<file path="src/rtl/sm4_pkg.sv">
// Shared types, constants and functions of the SM4 CBC block cipher.
package sm4_pkg;

  localparam int Rounds = 32;
  localparam int RndW = $clog2(Rounds);
  localparam int CfgIdxW = 3;
  localparam int CfgDataW = 64;

  localparam logic [CfgIdxW-1:0] RegKeyHigh = 3'd0;
  localparam logic [CfgIdxW-1:0] RegKeyLow = 3'd1;
  localparam logic [CfgIdxW-1:0] RegIvHigh = 3'd2;
  localparam logic [CfgIdxW-1:0] RegIvLow = 3'd3;
  localparam logic [CfgIdxW-1:0] RegChainEn = 3'd4;

  localparam logic [31:0] Fk0 = 32'ha3b1bac6;
  localparam logic [31:0] Fk1 = 32'h56aa3350;
  localparam logic [31:0] Fk2 = 32'h677d9197;
  localparam logic [31:0] Fk3 = 32'hb27022dc;

  typedef struct packed {
    logic        kind;
    logic [63:0] block_high;
    logic [63:0] block_low;
    logic        chain_start;
  } in_req_t;

  typedef struct packed {
    logic [63:0] result_high;
    logic [63:0] result_low;
  } out_req_t;

  // Controller commands to the datapath.
  typedef struct packed {
    logic            load_key;  // load FK-whitened key into the shift register
    logic            key_step;  // one key schedule round
    logic            load_blk;  // load input block (with chain xor)
    logic            rnd_step;  // one cipher round
    logic            finish;    // form result, update chain
    logic [RndW-1:0] rnd;       // round counter
  } sm4_cmd_t;

  localparam logic [7:0] Sbox [256] = '{
    8'hd6,8'h90,8'he9,8'hfe,8'hcc,8'he1,8'h3d,8'hb7,8'h16,8'hb6,8'h14,8'hc2,8'h28,8'hfb,8'h2c,8'h05,
    8'h2b,8'h67,8'h9a,8'h76,8'h2a,8'hbe,8'h04,8'hc3,8'haa,8'h44,8'h13,8'h26,8'h49,8'h86,8'h06,8'h99,
    8'h9c,8'h42,8'h50,8'hf4,8'h91,8'hef,8'h98,8'h7a,8'h33,8'h54,8'h0b,8'h43,8'hed,8'hcf,8'hac,8'h62,
    8'he4,8'hb3,8'h1c,8'ha9,8'hc9,8'h08,8'he8,8'h95,8'h80,8'hdf,8'h94,8'hfa,8'h75,8'h8f,8'h3f,8'ha6,
    8'h47,8'h07,8'ha7,8'hfc,8'hf3,8'h73,8'h17,8'hba,8'h83,8'h59,8'h3c,8'h19,8'he6,8'h85,8'h4f,8'ha8,
    8'h68,8'h6b,8'h81,8'hb2,8'h71,8'h64,8'hda,8'h8b,8'hf8,8'heb,8'h0f,8'h4b,8'h70,8'h56,8'h9d,8'h35,
    8'h1e,8'h24,8'h0e,8'h5e,8'h63,8'h58,8'hd1,8'ha2,8'h25,8'h22,8'h7c,8'h3b,8'h01,8'h21,8'h78,8'h87,
    8'hd4,8'h00,8'h46,8'h57,8'h9f,8'hd3,8'h27,8'h52,8'h4c,8'h36,8'h02,8'he7,8'ha0,8'hc4,8'hc8,8'h9e,
    8'hea,8'hbf,8'h8a,8'hd2,8'h40,8'hc7,8'h38,8'hb5,8'ha3,8'hf7,8'hf2,8'hce,8'hf9,8'h61,8'h15,8'ha1,
    8'he0,8'hae,8'h5d,8'ha4,8'h9b,8'h34,8'h1a,8'h55,8'had,8'h93,8'h32,8'h30,8'hf5,8'h8c,8'hb1,8'he3,
    8'h1d,8'hf6,8'he2,8'h2e,8'h82,8'h66,8'hca,8'h60,8'hc0,8'h29,8'h23,8'hab,8'h0d,8'h53,8'h4e,8'h6f,
    8'hd5,8'hdb,8'h37,8'h45,8'hde,8'hfd,8'h8e,8'h2f,8'h03,8'hff,8'h6a,8'h72,8'h6d,8'h6c,8'h5b,8'h51,
    8'h8d,8'h1b,8'haf,8'h92,8'hbb,8'hdd,8'hbc,8'h7f,8'h11,8'hd9,8'h5c,8'h41,8'h1f,8'h10,8'h5a,8'hd8,
    8'h0a,8'hc1,8'h31,8'h88,8'ha5,8'hcd,8'h7b,8'hbd,8'h2d,8'h74,8'hd0,8'h12,8'hb8,8'he5,8'hb4,8'hb0,
    8'h89,8'h69,8'h97,8'h4a,8'h0c,8'h96,8'h77,8'h7e,8'h65,8'hb9,8'hf1,8'h09,8'hc5,8'h6e,8'hc6,8'h84,
    8'h18,8'hf0,8'h7d,8'hec,8'h3a,8'hdc,8'h4d,8'h20,8'h79,8'hee,8'h5f,8'h3e,8'hd7,8'hcb,8'h39,8'h48
  };

  function automatic logic [31:0] tau(input logic [31:0] v);
    tau = {Sbox[v[31:24]], Sbox[v[23:16]], Sbox[v[15:8]], Sbox[v[7:0]]};
  endfunction

  function automatic logic [31:0] rotl(input logic [31:0] v, input int n);
    rotl = (v << n) | (v >> (32 - n));
  endfunction

  function automatic logic [31:0] t_round(input logic [31:0] v);
    logic [31:0] b;
    b = tau(v);
    t_round = b ^ rotl(b, 2) ^ rotl(b, 10) ^ rotl(b, 18) ^ rotl(b, 24);
  endfunction

  function automatic logic [31:0] t_key(input logic [31:0] v);
    logic [31:0] b;
    b = tau(v);
    t_key = b ^ rotl(b, 13) ^ rotl(b, 23);
  endfunction

  // CK word i: byte j is (4*i + j) * 7 mod 256, most significant first.
  function automatic logic [31:0] ck_word(input logic [RndW-1:0] i);
    logic [7:0] base;
    base = {i, 2'b00} * 8'd7;
    ck_word = {base, base + 8'd7, base + 8'd14, base + 8'd21};
  endfunction

endpackage

</file>
<file path="src/rtl/sm4_ram.sv">
// Generic single-port RAM with registered read.
module sm4_ram #(
  parameter int Width = 32,
  parameter int Depth = 32
) (
  input  logic                     clk,
  input  logic                     we,
  input  logic [$clog2(Depth)-1:0] addr,
  input  logic [Width-1:0]         wdata,
  output logic [Width-1:0]         rdata
);

  logic [Width-1:0] mem_r [Depth];

  always_ff @(posedge clk) begin
    if (we) begin
      mem_r[addr] <= wdata;
    end
    rdata <= mem_r[addr];
  end

endmodule

</file>
<file path="src/rtl/sm4_ctrl.sv">
// Sequencer for key expansion and the 32 cipher rounds.
module sm4_ctrl (
  input  logic             clk,
  input  logic             rst_n,
  input  logic             in_valid,
  output logic             in_ready,
  input  logic             out_busy,   // result register still holds a request
  input  logic             keys_ready,
  output sm4_pkg::sm4_cmd_t cmd
);
  import sm4_pkg::*;

  typedef enum logic [2:0] {
    S_IDLE, S_KLOAD, S_KEXP, S_BLOAD, S_ROUND, S_FIN
  } state_t;

  state_t state_r, state_nxt;
  logic [RndW-1:0] rnd_r, rnd_nxt;

  assign in_ready = (state_r == S_IDLE);

  always_comb begin
    state_nxt = state_r;
    rnd_nxt = rnd_r;
    cmd = '0;
    cmd.rnd = rnd_r;
    unique case (state_r)
      S_IDLE: begin
        if (in_valid) begin
          state_nxt = keys_ready ? S_BLOAD : S_KLOAD;
        end
      end
      S_KLOAD: begin
        cmd.load_key = 1'b1;
        rnd_nxt = '0;
        state_nxt = S_KEXP;
      end
      S_KEXP: begin
        cmd.key_step = 1'b1;
        rnd_nxt = rnd_r + 1'b1;
        if (rnd_r == RndW'(Rounds - 1)) begin
          state_nxt = S_BLOAD;
        end
      end
      S_BLOAD: begin
        // Address for round 0 is presented here; the RAM answers next cycle.
        cmd.load_blk = 1'b1;
        rnd_nxt = '0;
        state_nxt = S_ROUND;
      end
      S_ROUND: begin
        cmd.rnd_step = 1'b1;
        rnd_nxt = rnd_r + 1'b1;
        if (rnd_r == RndW'(Rounds - 1)) begin
          state_nxt = S_FIN;
        end
      end
      S_FIN: begin
        if (!out_busy) begin
          cmd.finish = 1'b1;
          state_nxt = S_IDLE;
        end
      end
      default: state_nxt = S_IDLE;
    endcase
  end

  always_ff @(posedge clk) begin
    if (!rst_n) begin
      state_r <= S_IDLE;
      rnd_r <= '0;
    end else begin
      state_r <= state_nxt;
      rnd_r <= rnd_nxt;
    end
  end

endmodule

</file>
<file path="src/rtl/sm4_dp.sv">
// Datapath: key schedule, round function, chaining and configuration registers.
module sm4_dp (
  input  logic                             clk,
  input  logic                             rst_n,
  input  logic                             cfg_we,
  input  logic [sm4_pkg::CfgIdxW-1:0]      cfg_index,
  input  logic [sm4_pkg::CfgDataW-1:0]     cfg_data,
  input  logic                             in_accept,
  input  sm4_pkg::in_req_t                 in_req,
  input  sm4_pkg::sm4_cmd_t                cmd,
  output logic                             keys_ready,
  input  logic                             out_ready,
  output logic                             out_valid,
  output sm4_pkg::out_req_t                out_req
);
  import sm4_pkg::*;

  logic [63:0] key_high_r, key_low_r, iv_high_r, iv_low_r;
  logic        chain_en_r, keys_ready_r;
  logic [63:0] chain_high_r, chain_low_r;
  in_req_t     req_r;
  logic [31:0] k_r [4];
  logic [31:0] x_r [4];
  logic [31:0] rk_nxt, x_nxt, rk_rd;
  logic [RndW-1:0] ram_addr;
  logic [127:0] pre, res;
  logic        out_valid_r;
  out_req_t    out_r;

  assign keys_ready = keys_ready_r;
  assign out_valid = out_valid_r;
  assign out_req = out_r;

  always_ff @(posedge clk) begin
    if (!rst_n) begin
      key_high_r <= '0;
      key_low_r <= '0;
      iv_high_r <= '0;
      iv_low_r <= '0;
      chain_en_r <= 1'b1;
      keys_ready_r <= 1'b0;
      chain_high_r <= '0;
      chain_low_r <= '0;
      out_valid_r <= 1'b0;
    end else begin
      if (cfg_we) begin
        case (cfg_index)
          RegKeyHigh: begin key_high_r <= cfg_data; keys_ready_r <= 1'b0; end
          RegKeyLow:  begin key_low_r <= cfg_data; keys_ready_r <= 1'b0; end
          RegIvHigh:  iv_high_r <= cfg_data;
          RegIvLow:   iv_low_r <= cfg_data;
          RegChainEn: chain_en_r <= cfg_data[0];
          default: ;
        endcase
      end
      if (cmd.key_step && cmd.rnd == RndW'(Rounds - 1)) begin
        keys_ready_r <= 1'b1;
      end
      if (cmd.finish && chain_en_r) begin
        {chain_high_r, chain_low_r} <= req_r.kind ? {req_r.block_high, req_r.block_low}
                                                  : res;
      end
      if (cmd.finish) begin
        out_valid_r <= 1'b1;
      end else if (out_ready) begin
        out_valid_r <= 1'b0;
      end
    end
  end

  // Key schedule round and cipher round.
  assign rk_nxt = k_r[0] ^ t_key(k_r[1] ^ k_r[2] ^ k_r[3] ^ ck_word(cmd.rnd));
  assign x_nxt = x_r[0] ^ t_round(x_r[1] ^ x_r[2] ^ x_r[3] ^ rk_rd);

  // During rounds the read address fetches the key of the next round.
  always_comb begin
    if (cmd.key_step) begin
      ram_addr = cmd.rnd;
    end else if (cmd.load_blk) begin
      ram_addr = req_r.kind ? RndW'(Rounds - 1) : '0;
    end else begin
      ram_addr = req_r.kind ? RndW'(Rounds - 2) - cmd.rnd : cmd.rnd + 1'b1;
    end
  end

  sm4_ram #(.Width(32), .Depth(Rounds)) u_rk_ram (
    .clk  (clk),
    .we   (cmd.key_step),
    .addr (ram_addr),
    .wdata(rk_nxt),
    .rdata(rk_rd)
  );

  always_comb begin
    pre = {req_r.block_high, req_r.block_low};
    if (chain_en_r && !req_r.kind) begin
      pre = pre ^ (req_r.chain_start ? {iv_high_r, iv_low_r} : {chain_high_r, chain_low_r});
    end
    res = {x_r[3], x_r[2], x_r[1], x_r[0]};
    if (chain_en_r && req_r.kind) begin
      res = res ^ (req_r.chain_start ? {iv_high_r, iv_low_r} : {chain_high_r, chain_low_r});
    end
  end

  always_ff @(posedge clk) begin
    if (in_accept) begin
      req_r <= in_req;
    end
    if (cmd.load_key) begin
      k_r[0] <= key_high_r[63:32] ^ Fk0;
      k_r[1] <= key_high_r[31:0] ^ Fk1;
      k_r[2] <= key_low_r[63:32] ^ Fk2;
      k_r[3] <= key_low_r[31:0] ^ Fk3;
    end else if (cmd.key_step) begin
      k_r[0] <= k_r[1];
      k_r[1] <= k_r[2];
      k_r[2] <= k_r[3];
      k_r[3] <= rk_nxt;
    end
    if (cmd.load_blk) begin
      x_r[0] <= pre[127:96];
      x_r[1] <= pre[95:64];
      x_r[2] <= pre[63:32];
      x_r[3] <= pre[31:0];
    end else if (cmd.rnd_step) begin
      x_r[0] <= x_r[1];
      x_r[1] <= x_r[2];
      x_r[2] <= x_r[3];
      x_r[3] <= x_nxt;
    end
    if (cmd.finish) begin
      out_r <= '{result_high: res[127:64], result_low: res[63:0]};
    end
  end

endmodule

</file>
<file path="src/rtl/sm4_cbc_block_cipher.sv">
// Top level of the SM4 block cipher with optional CBC chaining.
//
//   Channel  Direction  Handshake          Payload
//   in_      input      in_valid/in_ready  in_req_t: kind, block, chain_start
//   out_     output     out_valid/out_ready out_req_t: result block
//   cfg_     input      cfg_we             cfg_index, cfg_data (64 bits)
//
// After a request is accepted in the idle state, the core loads the block, runs
// the 32 rounds (one round per cycle through the shared round function and the
// round key RAM), and forms the result.
// The first request after reset or after a key write is preceded by key
// expansion: the FK-whitened key is loaded, then one key schedule round per
// cycle is written into the RAM.
// Reset is synchronous and active low; it clears control state, key, IV and
// chain value, and enables chaining. The result register holds a request until
// out_ready; a new request is taken once the previous result is in the result
// register, so it can overlap with that result waiting at the output.
module sm4_cbc_block_cipher (
  input  logic                         clk,
  input  logic                         rst_n,
  input  logic                         in_valid,
  output logic                         in_ready,
  input  sm4_pkg::in_req_t             in_req,
  output logic                         out_valid,
  input  logic                         out_ready,
  output sm4_pkg::out_req_t            out_req,
  input  logic                         cfg_we,
  input  logic [sm4_pkg::CfgIdxW-1:0]  cfg_index,
  input  logic [sm4_pkg::CfgDataW-1:0] cfg_data
);
  import sm4_pkg::*;

  sm4_cmd_t cmd;
  logic     keys_ready;
  logic     out_busy;

  // The finish step waits while the output register still holds an untaken result.
  assign out_busy = out_valid && !out_ready;

  sm4_ctrl u_ctrl (
    .clk       (clk),
    .rst_n     (rst_n),
    .in_valid  (in_valid),
    .in_ready  (in_ready),
    .out_busy  (out_busy),
    .keys_ready(keys_ready),
    .cmd       (cmd)
  );

  sm4_dp u_dp (
    .clk       (clk),
    .rst_n     (rst_n),
    .cfg_we    (cfg_we),
    .cfg_index (cfg_index),
    .cfg_data  (cfg_data),
    .in_accept (in_valid && in_ready),
    .in_req    (in_req),
    .cmd       (cmd),
    .keys_ready(keys_ready),
    .out_ready (out_ready),
    .out_valid (out_valid),
    .out_req   (out_req)
  );

endmodule
</file>
<file path="config.mk">
export PLATFORM = sky130hd
export DESIGN_NAME = sm4_cbc_block_cipher
export DESIGN_NICKNAME = d
export VERILOG_FILES = /design/src/rtl/sm4_pkg.sv /design/src/rtl/sm4_ram.sv /design/src/rtl/sm4_ctrl.sv /design/src/rtl/sm4_dp.sv /design/src/rtl/sm4_cbc_block_cipher.sv
export SDC_FILE = /design/constraint.sdc
export NUM_CORES = 2
export LEC_CHECK = 0
export BUFFER_PORTS_ARGS = -buffer_cell sky130_fd_sc_hd__buf_2
export CORE_ASPECT_RATIO = 0.6
export CORE_MARGIN = 3
export CORE_UTILIZATION = 35
export CTS_BUF_LIST = sky130_fd_sc_hd__clkbuf_2
export DETAILED_ROUTE_END_ITERATION = 8
export PLACE_DENSITY = 0.62
export SLEW_MARGIN = 20
export SYNTH_ARGS = -nofsm -noshare
export SYNTH_HDL_FRONTEND = slang
export SYNTH_SLANG_ARGS = --single-unit
export TNS_END_PERCENT = 5
</file>
<file path="constraint.sdc">
create_clock -name clk -period 12.8 [get_ports clk]
set_clock_uncertainty 0.1 [all_clocks]
set_input_delay 1.28 -clock clk [delete_from_list [all_inputs] [get_ports clk]]
set_output_delay 1.28 -clock clk [all_outputs]
set_load 0.05 [all_outputs]
</file>
# Word level (Yosys, flattened, before mapping)
# Memories as Yosys holds them, arrays and structs flattened. A register that Yosys moved wholly into a read port is not among the register bits.
# Index checks and enable logic that the tools add are counted.
# Widths: inputs -> output; s select.
dict set report classes {
  add_sub_neg 5
  multipliers 1
  magnitude_cmp 8
  n_eq_ne 14
  mux 61
  bitwise_logic 42
  n_reduce_logical 24
}
# operator n
set ops {}
lappend ops {{$mux 128} 4}
lappend ops {{$xor 32x32->32} 14}
lappend ops {{$mux 32} 8}
lappend ops {{$xor 128x128->128} 2}
lappend ops {{$mux 8} 16}
lappend ops {{$ge 9x9->1 const B} 8}
lappend ops {{$not 8->9} 8}
lappend ops {{$or 32x10->32} 1}
lappend ops {{$or 32x13->32} 1}
lappend ops {{$or 32x18->32} 1}
lappend ops {{$or 32x2->32} 1}
lappend ops {{$or 32x23->32} 1}
lappend ops {{$or 32x24->32} 1}
lappend ops {{$not 14->14} 2}
lappend ops {{$mux 1} 22}
lappend ops {{$mux 5} 4}
lappend ops {{$not 19->19} 1}
lappend ops {{$pmux 3 s6} 1}
lappend ops {{$not 17->17} 1}
lappend ops {{$eq 3x2->1 const B} 4}
lappend ops {{$mux 3} 4}
lappend ops {{$reduce_and 2->1} 6}
lappend ops {{$pmux 5 s2} 1}
lappend ops {{$eq 3x3->1 const B} 3}
lappend ops {{18 further kinds} 40}
dict set report word_totals {
  reg_bits 653
  ramBits 1280
  romBits 16384
  inputBits 202
  out_inout_bits 130
  memories 11
}
# name depth word_bits read_ports rd_clocked_by_memory_dff write_ports line_no
set mem_list {}
lappend mem_list {{(name not given)} 256 8 1 0 0 sm4_pkg.sv:62} ;# tau = {Sbox[v[31:24]], Sbox[v[23:16]], Sbox[v[15:8]], Sbox[v[7:0]]};
lappend mem_list {{(name not given)} 256 8 1 0 0 sm4_pkg.sv:62}
lappend mem_list {{(name not given)} 256 8 1 0 0 sm4_pkg.sv:62}
lappend mem_list {{(name not given)} 256 8 1 0 0 sm4_pkg.sv:62}
lappend mem_list {{(name not given)} 256 8 1 0 0 sm4_pkg.sv:62}
lappend mem_list {{(name not given)} 256 8 1 0 0 sm4_pkg.sv:62}
lappend mem_list {{+5 memories} - - - - - -}

# Longest topological paths before layout
# An unclocked memory read counts as a cell.
dict set report logic_depth {
  depth_word 15
  ltp_mapped 19
  depth_no_buf 15
}

# Hierarchy
# A second synthesis with hierarchy kept.
dict set report hier_totals {
  cells_unflattened 10402
  area_unflattened_um2 108979.5
}
# mod n_inst cells_per_inst area_per_inst_um2 seq_area_each_um2
set modules_own_cells {}
lappend modules_own_cells {sm4_dp 1 8226 68625.8 23182.2}
lappend modules_own_cells {sm4_ram 1 2107 39741.9 31390.1}
lappend modules_own_cells {sm4_ctrl 1 67 591.8 160.2}
lappend modules_own_cells {sm4_cbc_block_cipher 1 2 20.0 0.0}

# Least setup slack after synthesis
# No wires, ideal clock.
dict set report synth_path {
  path_kind {input to register}
  start {input out_ready}
  end {register u_dp.chain_high_r[10]}
  setup_time_ns 0.086
  t_arrival_ns 8.266
  path_slack_ns 4.348
  stages 9
  path_buffers 3
  cell_sequence {nand2b_1 > nand2_1 > nor2_1 > and2_1 > clkbuf_1 > clkbuf_1 > clkbuf_1 > nor2_1 > a211oi_1}
}
# item line_no
set synth_rtl {}
lappend synth_rtl {{start: declaration} sm4_cbc_block_cipher.sv:25} ;# input logic out_ready,
lappend synth_rtl {{end signal: assignment} sm4_dp.sv:60} ;# {chain_high_r, chain_low_r} <= req_r.kind ? {req_r.block_high, req_r.block_low}
lappend synth_rtl {{end: declaration} sm4_dp.sv:20} ;# logic [63:0] chain_high_r, chain_low_r;

==> impl_metrics.json <==
{
  "clock_sinks": 1965,
  "drc": 0,
  "drv_slew": 0,
  "cts_tree": "yes",
  "grt_pass1_vias": 88200,
  "grt_util_met2": 0.371,
  "grt_setup_unrepaired": "false",
  "cts.repair.resized": 0,
  "synthCells": 10800,
  "wl_per_cell_um": 30.8,
  "place_area_um2": 116000,
  "dr.pass1.iters": 8,
  "period_share": 0.546,
  "busiest_layer": "met1",
  "finalSetupTns_ps": 0,
  "ant_nets": 0,
  "async_reset_ff_frac": 0,
  "clkTransAtPathRegs_ps": 110,
  "worstPathArrival_ps": 8270,
  "p_total_w": 0.0371,
  "ys_types": 102,
  "design_area_um2": 122000,
  "cts_htree_levels": 5,
  "viasPerCell": 6.22,
  "first_iter_violations": 17500,
  "synth_flop_cell": "edfxtp_1",
  "io_pins": 332,
  "leakage_nw": 42.4,
  "syn_area_um2": 109000,
  "via_count": 97800,
  "seq_area_frac_synth": 0.502,
  "drt-total-wl_um": 484000,
  "area_growth_pct": 11.9,
  "dieArea_um2": 318000,
  "hold_viol": 0,
  "insertion_delay_ps": 1830,
  "cts-root-buf": "clkbuf_2",
  "layout.nets": 11500,
  "synth.area.top_cells": "edfxtp_1 (42%), dfxtp_1 (7.8%), nand2_1 (6.5%), a21oi_1 (3.3%), nor2_1 (3.2%)",
  "use_met1": 0.436,
  "globalRouteOverflowTotal": 0,
  "yosysWarningCount": 0,
  "initial_core_util": 0.354,
  "fp.dieH_um": 438,
  "antenna_found_initial": 57,
  "synth_top_cell_by_area": "edfxtp_1",
  "post-dp-hpwl_um": 320000,
  "cap_violations": 0,
  "place_ws_ps": 6160,
  "status": "finished, final reports clean",
  "cts_buffers": 432,
  "fmax_ghz": 0.143,
  "grt_use_met3": 0.121,
  "coreArea_um2": 307000,
  "layout-drive-gt1-share": 0.153,
  "max-vdd-ir-drop_mv": 0.516,
  "nFillCells": 30200,
  "worst_slew_pin_slew_ps": 1170,
  "clockBufferDepth": 4,
  "layout_setup_ws_ps": 5810,
  "grt_pass1_wl_um": 679000,
  "path_class": "reg2reg",
  "io_buffers": 331,
  "worstSetupEndpointType": "flop",
  "finalSetupViolations": 0,
  "die_width_um": 726,
  "grt_max_degree": 139,
  "place_congestion": 1.01,
  "syn_nets": 11100,
  "min_path_type": "in2reg",
  "finalCriticalPeriod_ps": 6990,
  "finalHoldWorstSlack_ps": 206,
  "cp.required_ps": 14080,
  "yosys.area.top_type_share": 0.424,
  "synth_seq_cells": 1965,
  "powerDensity_nw_per_um2": 304,
  "avgSynthCellArea_um2": 10.0,
  "cp_max_fo": 42,
  "grt_usage": 0.290,
  "startpoint_type": "flop",
  "max_slew_margin": 0.200,
  "synth-edff-count": 1538,
  "rows": 157
}
==> cell type report <==
cell class / count / area, µm² / area share
Inverter: 68 / 267 / 0.00219
Multi-Input combinational cell: 7845 / 51300 / 0.421
Tap cell: 4134 / 5170 / 0.0424
Sequential cell: 1965 / 54700 / 0.449
Clock buffer: 635 / 3180 / 0.0261
Antenna cell: 45 / 113 / 0.000923
Clock inverter: 141 / 795 / 0.00651
Timing Repair Buffer: 887 / 6410 / 0.0526
==> Yosys cell counts (208+ instances only) <==
library cell	count
nand2_1	1892
edfxtp_1	1538
nor2_1	928
a21oi_1	726
clkbuf_1	616
o21ai_0	534
dfxtp_1	427
nand3_1	384
mux2i_1	347
xnor2_1	324
xor2_1	285
a211oi_1	240
nor3_1	208
==> path summary, 6_finish.rpt <==
path	from	end	slack [ps]	depth (start not counted)
setup / recovery	u_ctrl.rnd_r[1]	u_dp.k_r[3][8]	5810	16
hold / removal	in_req[11]	u_dp.req_r[11]	210	2
setup reg to reg	u_ctrl.rnd_r[1]	u_dp.k_r[3][8]	5810	16
hold reg to reg	u_dp.key_high_r[61]	u_dp.key_high_r[61]	360	2
==> layer usage <==
layer | share of wire | vias to the layer above
li1 | - | 41300
met1 | 0.43 | 48000
met2 | 0.38 | 7510
met3 | 0.16 | 943
met4 | 0.031 | 38
met5 | 0.00054 | -
==> logic make-up after synthesis <==
logic type / synth area share
adders and majority gates: 0.0126
and+or+nand+nor: 0.143
xor gates and xnor gates: 0.0645
buffers and inverters: 0.0392
muxes: 0.0640
AOI/OAI and AO/OA: 0.174
DFF: 0.502
==> flip-flops by register name (all words and copies together) (netlist names) <==
signal,flops
u_dp.chain_en_r,1
u_dp.iv_low_r,64
u_dp.key_low_r,64
u_dp.k_r,128
u_dp.key_high_r,64
u_dp.req_r,130
u_dp.u_rk_ram.rdata,32
u_dp.out_valid,1
u_ctrl.state_r,3
u_dp.iv_high_r,64
u_dp.u_rk_ram.mem_r,1024
u_dp.chain_low_r,64
u_dp.x_r,128
u_dp.chain_high_r,64
u_dp.keys_ready,1
u_ctrl.rnd_r,5
u_dp.out_req,128
==> power breakdown <==
group          switching [W]  leakage (nW)  total, W  internal [W]
Sequential          0.000234          17.3    0.0114        0.0112
Clock                0.00269          3.01   0.00415       0.00146
Combinational         0.0155          22.1    0.0215       0.00605
Total                 0.0184          42.4    0.0371        0.0187
==> stage by stage <==
stage                     cells  utilization
after floorplan           10800            -
after global placement    14700        0.376
after detailed placement  14700        0.376
after CTS                 15700        0.396
after global routing      15700        0.396
final                     15700        0.397
==> critical path, cell delays in order (launching register included) <==
cell     delay (ps)
dfxtp_1         550
inv_1           120
ha_1            520
xnor2_4         770
xnor2_2         180
buf_4           300
buf_4           470
nand2_1         460
and3_1          380
o31a_1          270
o21ai_0         430
o41ai_1         160
a21oi_1         830
xnor2_1         330
xnor2_2         210
buf_4           250
mux2_2          320
==> layout by cell type, fill, tap and decap left out, drive strengths merged, types with 28 or more instances in the layout <==
master and count:
nand2 1892, o211ai 126, o32ai 31, clkinv 127, mux4 143, dlygate4sd3 216, mux2i 347, a2111oi 47
a311oi 179, clkbuf 635, dfxtp 427, xor2 296, and3 96, nand3 385, xnor3 40, a31oi 148
a22oi 69, a21o 31, o31ai 43, or3 40, a221oi 97, xnor2 343, nor2 930, nand2b 38
a21oi 726, buf 671, inv 69, and2 29, a32oi 29, o22ai 53, nor3 209, o21ai 565
o311ai 78, a211oi 243, nand4 29, nor4 28, ha 97, edfxtp 1538, diode 45, o221ai 77
==> timing repair <==
item | CTS | global route
hold buffers | 216 | 0
buffers inserted | 0 | 0
hold endpoints to repair | 382 | 0
setup endpoints to repair | 0 | 0
(Power assumes the default switching activity.)
